File: config.mk
export PLATFORM = sky130hd
export DESIGN_NAME = mf_window
export DESIGN_NICKNAME = d
export VERILOG_FILES = /design/src/sv/mf_pkg.sv /design/src/sv/mf_window.sv
export SDC_FILE = /design/constraint.sdc
export NUM_CORES = 1
export LEC_CHECK = 0
export ABC_AREA = 1
export BUFFER_PORTS_ARGS = -buffer_cell sky130_fd_sc_hd__buf_2
export CAP_MARGIN = 20
export CORE_MARGIN = 2
export CORE_UTILIZATION = 60
export DETAILED_ROUTE_END_ITERATION = 8
export PLACE_DENSITY = 0.81
export REMOVE_ABC_BUFFERS = 1
export SLEW_MARGIN = 0
export SYNTH_ARGS = -nofsm -noshare
export SYNTH_HDL_FRONTEND = slang
export SYNTH_SLANG_ARGS = --single-unit
export TNS_END_PERCENT = 30
File: constraint.sdc
create_clock -name clk -period 11.9 [get_ports clk]
set_input_delay 1.19 -clock clk [delete_from_list [all_inputs] [get_ports clk]]
set_output_delay 1.19 -clock clk [all_outputs]
set_load 0.03 [all_outputs]
File: src/sv/mf_pkg.sv
// ----------------------------------------------------------------------------
// mf_pkg
// Shared types, constants and the divide-by-nine helper of the 3x3 mean filter.
// ----------------------------------------------------------------------------
package mf_pkg;

  localparam int unsigned DATA_W     = 8;
  localparam int unsigned SUM_W      = 12;
  localparam int unsigned PROD_W     = 25;
  localparam int unsigned WIN_ROWS   = 3;
  localparam int unsigned LINE_BUFS  = 3;
  localparam int unsigned MAX_HEIGHT = 4096;

  localparam logic [12:0]      DIV9_MUL   = 13'd7281;
  localparam logic [SUM_W-1:0] DIV9_BIAS  = 12'd5;
  localparam int unsigned      DIV9_SHIFT = 16;

  localparam logic [1:0] CFG_WIDTH    = 2'd0;
  localparam logic [1:0] CFG_HEIGHT   = 2'd1;
  localparam logic [1:0] CFG_CHANNELS = 2'd2;

  localparam logic KIND_SAMPLE = 1'b0;
  localparam logic KIND_DRAIN  = 1'b1;

  // One step of the window pipeline.
  typedef struct packed {
    logic              emit;        // step produces a result
    logic              held;        // window taken from history only
    logic              left;        // clamp left neighbor to center
    logic              top_is_mid;  // replicate middle row upward
    logic              bot_is_mid;  // replicate middle row downward
    logic              eof;         // last result of the frame
    logic [DATA_W-1:0] sample;
  } step_t;

  function automatic logic [DATA_W-1:0] div9(input logic [SUM_W-1:0] sum);
    logic [PROD_W-1:0] prod;
    prod = PROD_W'(sum + DIV9_BIAS) * PROD_W'(DIV9_MUL);
    return prod[DIV9_SHIFT +: DATA_W];
  endfunction

endpackage

File: src/sv/mf_window.sv
// ----------------------------------------------------------------------------
// mf_window
// Column history, nine-tap sum and divide by nine, with the output register.
// Each row keeps two delay lines of channel_count bytes for the left columns.
// ----------------------------------------------------------------------------
module mf_window
  import mf_pkg::*;
#(
  parameter int unsigned MAX_CHANNELS = 4
) (
  input  logic                                 clk,
  input  logic                                 rst,
  input  logic                                 step_valid,
  output logic                                 step_ready,
  input  step_t                                step,
  input  logic [DATA_W-1:0]                    top_data,
  input  logic [DATA_W-1:0]                    mid_data,
  input  logic [$clog2(MAX_CHANNELS+1)-1:0]    ch,
  output logic                                 m_tvalid,
  input  logic                                 m_tready,
  output logic [DATA_W-1:0]                    m_tdata,   // [7:0] filtered
  output logic                                 m_tuser,   // [0] last_of_run
  output logic                                 m_tlast
);

  logic              s1_valid;
  step_t             s1;
  logic              s2_valid;
  logic [SUM_W-1:0]  s2_sum;
  logic              s2_eof;
  logic              en_out;
  logic              en2;
  logic              en1;
  logic              shift;
  logic [DATA_W-1:0] col  [WIN_ROWS];
  logic [DATA_W-1:0] near [WIN_ROWS][MAX_CHANNELS];
  logic [DATA_W-1:0] far  [WIN_ROWS][MAX_CHANNELS];
  logic [SUM_W-1:0]  win_sum;

  assign en_out     = !m_tvalid || m_tready;
  assign en2        = !s2_valid || en_out;
  assign en1        = !s1_valid || en2;
  assign step_ready = en1;
  assign shift      = s1_valid && en2;
  assign m_tuser    = 1'b1;

  always_ff @(posedge clk) begin
    if (rst) begin
      s1_valid <= 1'b0;
      s2_valid <= 1'b0;
      m_tvalid <= 1'b0;
    end else begin
      if (en1) begin
        s1_valid <= step_valid;
      end
      if (en2) begin
        s2_valid <= s1_valid && s1.emit;
      end
      if (en_out) begin
        m_tvalid <= s2_valid;
      end
    end
  end

  always_ff @(posedge clk) begin
    if (en1 && step_valid) begin
      s1 <= step;
    end
    if (en2 && s1_valid) begin
      s2_sum <= win_sum;
      s2_eof <= s1.eof;
    end
    if (en_out && s2_valid) begin
      m_tdata <= div9(s2_sum);
      m_tlast <= s2_eof;
    end
  end

  always_comb begin
    col[0] = s1.top_is_mid ? mid_data : top_data;
    col[1] = mid_data;
    col[2] = s1.bot_is_mid ? mid_data : s1.sample;
  end

  // Inject at depth ch, read at the head: near is ch columns back, far 2*ch.
  always_ff @(posedge clk) begin
    if (shift) begin
      for (int r = 0; r < WIN_ROWS; r++) begin
        for (int j = 0; j < MAX_CHANNELS; j++) begin
          near[r][j] <= (j == int'(ch) - 1) ? col[r] : near[r][(j + 1) % MAX_CHANNELS];
          far[r][j]  <= (j == int'(ch) - 1) ? near[r][0] : far[r][(j + 1) % MAX_CHANNELS];
        end
      end
    end
  end

  always_comb begin
    logic [DATA_W-1:0] a_v;
    logic [DATA_W-1:0] p_v;
    logic [DATA_W-1:0] b_v;
    win_sum = '0;
    for (int r = 0; r < WIN_ROWS; r++) begin
      a_v = (s1.left && !s1.held) ? near[r][0] : far[r][0];
      p_v = near[r][0];
      b_v = s1.held ? near[r][0] : col[r];
      win_sum = win_sum + SUM_W'(a_v) + SUM_W'(p_v) + SUM_W'(b_v);
    end
  end

endmodule

After elaboration in Yosys (flattened, before gate mapping). Memories as Yosys holds them, arrays and structs flattened. Cells that the tools add are included.

Memories: 2. Input bits: 37. Latch bits: 0. Register bits after elaboration: 39. RAM bits: 192. ROM bits: 0. Output and inout bits: 12.

Equal/unequal tests: 3. Muxes and demuxes: 34. $mul: 1. Shift operators: 0. Div/mod/pow operators: 0. Add/subtract/negate cells: 10. Reduce and logical (&&, ||, !) cells: 13. Bitwise gates (word level): 0. $lt $le $gt $ge: 0.

Memory list: far (words 3, width 32, read ports 3, clocked after Yosys merged registers in 0, wr ports 3, RTL line mf_window.sv:37) `logic [DATA_W-1:0] far [WIN_ROWS][MAX_CHANNELS];`; near (words 3, width 32, read ports 3, clocked after Yosys merged registers in 0, wr ports 3, RTL line mf_window.sv:36) `logic [DATA_W-1:0] near [WIN_ROWS][MAX_CHANNELS];`.

Operator list (count): $mux W8 (32); $add A12 B8 Y12 (4); $logic_not A32 Y1 (1); $mul A13 B13 Y24 const B (1); $add A12 B3 Y13 const B (1); $add A11 B8 Y12 (1); $add A10 B8 Y11 (1); $add A9 B8 Y10 (1); $add A8 B8 Y9 (1); $eq A3 B4 Y1 const A (2); $logic_and A1 B1 Y1 (5); $eq A2 B4 Y1 const A (1); $logic_not A1 Y1 (4); $sub A3 B1 Y4 const B (1); $logic_or A1 B1 Y1 (3); $mux W1 (2).

Longest topological paths before layout.
Depth after elaboration: 11. Depth in mapped cells: 29.

Least setup slack after synthesis. OpenSTA, ideal clock, no wires.

Kind: in2reg. From: in m_tready. To: mem far[0][0] (netlist bit) (enable). Setup time: 0.557 ns. Data required time: 11.343 ns. Buffers on the path: 0. Stages: 6. Arrival time: 5.374 ns. Path slack: 5.969 ns. Path through: inv_1 nand2_1 nor2_1 inv_1 nand2_1 inv_1.

RTL lines: start, declared (RTL line mf_window.sv:20) `input logic m_tready,`; end, declared (RTL line mf_window.sv:37).

Worst setup path in the final report.
From: reg s1[12] (netlist bit). To: reg s2_sum[8], data pin.

Cells in the longest elaborated chain, start to end: 11. Elaborated cells between the ends (all ways): 16.

Ends and longest elaborated chain: start, declared (RTL line mf_window.sv:27) `step_t s1;`; start signal, assigned (RTL line mf_window.sv:67) `s1 <= step;`; $logic_not A1 Y1 (RTL line mf_window.sv:103) `a_v = (s1.left && !s1.held) ? near[r][0] : far[r][0];`; $logic_and A1 B1 Y1 (RTL line mf_window.sv:103); $mux W8 (RTL line mf_window.sv:103); $add A8 B8 Y9 (RTL line mf_window.sv:106) `win_sum = win_sum + SUM_W'(a_v) + SUM_W'(p_v) + SUM_W'(b_v);`; $add A9 B8 Y10 (RTL line mf_window.sv:106); $add A10 B8 Y11 (RTL line mf_window.sv:106); $add A11 B8 Y12 (RTL line mf_window.sv:106); $add A12 B8 Y12 (3 in a row) (RTL line mf_window.sv:106); $add A12 B8 Y12 * (RTL line mf_window.sv:106); via win_sum[8] (RTL line mf_window.sv:38) `logic [SUM_W-1:0] win_sum;`; end signal, assigned (RTL line mf_window.sv:70) `s2_sum <= win_sum;`; end, declared (RTL line mf_window.sv:29) `logic [SUM_W-1:0] s2_sum;`.

Mark *: on every way through the listed nets, which the timed path passes. The rest lies on a longest branch. A chain may end at the register's enable or synchronous reset.

==> qor.yml <==
floorplanning:
  die_w_um: 157
  initial_utilization_pct: 60.7
  core-area_mm2: 0.0233
  die-area_mm2: 0.0248
  io_pins: 49
  rows: 56
  die_y_um: 157
place:
  pre_cts_ws_ns: 6.03
  finalWeightedCongestion: 0.935
  hpwl_um: 20700
  dpl_cell_area_mm2: 0.0146
  io_buffers: 47
clock_tree:
  cts.htree.levels: 1
  cts_tree: "done"
  clockBufferDepth: 3
  post_cts_buffers: 0
  clock_latency_ns: 0.53
  root_buffer: "clkbuf_16"
  numCtsBuffers: 26
  cts.repair.resized: 0
  postCtsHoldBufs: 0
  clk_pin_slew_worst_paths_ns: 0.06
  cts.sinks: 231
grt:
  gr-usage-all-layers_pct: 25.2
  grt_start_max_net_pins: 148
  grt_pass1_wl_um: 49000
  grt_pass1_vias: 10100
  grt.overflow.total: 0
  antenna_found_initial: 0
worst_setup_path:
  worstSetupStartpoint: "s1[12]"
  cp-end-kind: "flop"
  critical_path_required_ns: 12.17
  timing.reg2reg.setup_slack_ns: 6.04
  worstPathMaxFanout: 37
  crit_path_start_kind: "flop"
  rr_endpoint: "s2_sum[8]"
  crit_arrival_ns: 6.13
  worstSetupPathType: "flop to flop"
  rr_worst_depth: 19
  r2r-start: "s1[12]"
logic_synthesis:
  syn_inst: 1423
  synth.top_cell.area_share_pct: 48.5
  synth_edf_count: 228
  yosys_warnings: 0
  synth_seq_cells: 231
  synth_flop_cell: "edfxtp_1"
  synth_most_common_cell: "nand2_1"
  netlist_area_mm2: 0.0141
  ys_seq_area_share_pct: 48.9
  synth.top_cells.by_area: "edfxtp_1 (48%), nand2_1 (11%), fa_1 (11%), ha_1 (7.3%), o21ai_0 (6.7%)"
  yosysUniqueCellTypes: 51
  synthArstFlopShare_pct: 0
  synthTopCellsByCount: "nand2_1 (411), edfxtp_1 (228), o21ai_0 (190)"
  synth_largest_area_cell: "edfxtp_1"
  synth_area_per_cell_um2: 9.93
finish:
  final_area_mm2: 0.0156
  diodes: 0
  drive_gt1_share_pct: 9.15
  syn_to_final_growth_pct: 10.4
  fin_nets: 1652
sta:
  relSlewSlack_pct: 28.4
  setup_viol: 0
  worst_hold_slack_ns: 0.430
  fin_ws_ns: 6.04
  fin_crit_ns: 5.86
  tightest_slew_ns: 1.07
  finClkSkew_ns: 0.0184
  final.setup.tns_ns: 0
  fmax_mhz: 171
  rsz0062_at_grt: "no"
  hold_viol: 0
  finalCritPeriodShare_pct: 49.3
  report.final.slew_viol_count: 0
routing:
  wire_per_inst_um: 16.7
  finalWirelength_um: 30000
  final_antenna_net_count: 0
  drt-pass1-iter-count: 5
  num_vias: 9918
  viasPerCell: 5.53
  drtIter0Drc: 711
  drc: 0
outcome:
  status: "finished clean"
flow_run:
  maxCapViolations: 0
hold_path:
  worstHoldEndpoint: "s2_eof"
  min_from: "s1[8]"
  hp-class: "flop to flop"
  holdPathStages: 0
[registers in the layout, indices dropped and copies added, names as in the netlist]
register / cells
m_tdata: 8
m_tvalid: 1
s2_valid: 1
s1_valid: 1
s2_eof: 1
near: 96
s2_sum: 12
s1: 14
far: 96
m_tlast: 1
[layer usage]
| metal | vias up | global-route usage, % | share of wire, % |
|---|---|---|---|
| met5 | - | 0 | 0 |
| met3 | 82 | 3.00 | 5.8 |
| met4 | 0 | 9.48 | 3.7 |
| li1 | 4778 | - | - |
| met1 | 4720 | 32.3 | 41 |
| met2 | 338 | 44.3 | 50 |
[cell usage in the layout (no fill, tap or decap), types with 6 or more instances in the layout]
cell type and count:
buf_2 47, nand2_1 410, xor2_1 14, bufinv_16 7, a21o_1 6, inv_2 9, edfxtp_1 228, inv_1 165
nor2_1 48, o21ai_0 190, a21oi_1 56, ha_1 82, clkbuf_16 27, fa_1 77, nand3_1 14, nand2_2 7
xnor2_1 10, buf_4 10
[worst max-delay path by stage]
| stage | to | slack [ns] | depth (start not counted) |
|---|---|---|---|
| floorplan | far[0][0] | 5.97 | 6 |
| global placement | s2_sum[8] | 6.16 | 18 |
| detailed placement | s2_sum[8] | 6.03 | 18 |
| CTS | s2_sum[9] | 6.09 | 21 |
| global route | s2_sum[9] | 5.61 | 21 |
| finish | s2_sum[8] | 6.04 | 19 |
[logic make-up (layout without fill, tap and decap cells)]
group	after synthesis	in the layout	share of synthesized area, %
flip-flops	231	231	48.9
XOR/XNOR	28	28	2.11
adder cells (fa/ha/maj)	161	161	18.3
AO/OA/AOI/OAI	270	270	9.98
AND/OR/NAND/NOR	504	504	14.6
other	1	1	0.0265
buffers and inverters	228	281	6.11
[critical path: stages (launching register included)]
cell and delay, ns:
edfxtp_1 0.32, buf_4 0.34, inv_1 0.28, nand2_1 0.36, buf_4 0.42, a21oi_1 0.16, fa_1 0.54, inv_1 0.06
fa_1 0.53, inv_1 0.05, fa_1 0.51, fa_1 0.48, inv_1 0.08, ha_1 0.21, inv_1 0.08, fa_1 0.40
o21ai_0 0.37, a21oi_1 0.11, o21ai_0 0.20, xor2_1 0.09
[final cells by class]
type	instances	area [um^2]
clock inverter	18	269
tap	319	399
multi-input combinational	964	6360
clock buffer	30	687
timing repair buffer	57	310
inverter	176	671
fill	1782	7660
sequential	231	6910
[stage by stage]
step | util (%) | std cells
after floorplan | - | 1371
after global placement | 63.0 | 1747
after detailed placement | 63.0 | 1747
after CTS | 67.1 | 1795
after global routing | 67.1 | 1795
final | 67.1 | 1795
Power is left out: the tool's default activity adds up to more than one toggle a clock period on the data nets, which glitch-free logic cannot reach.
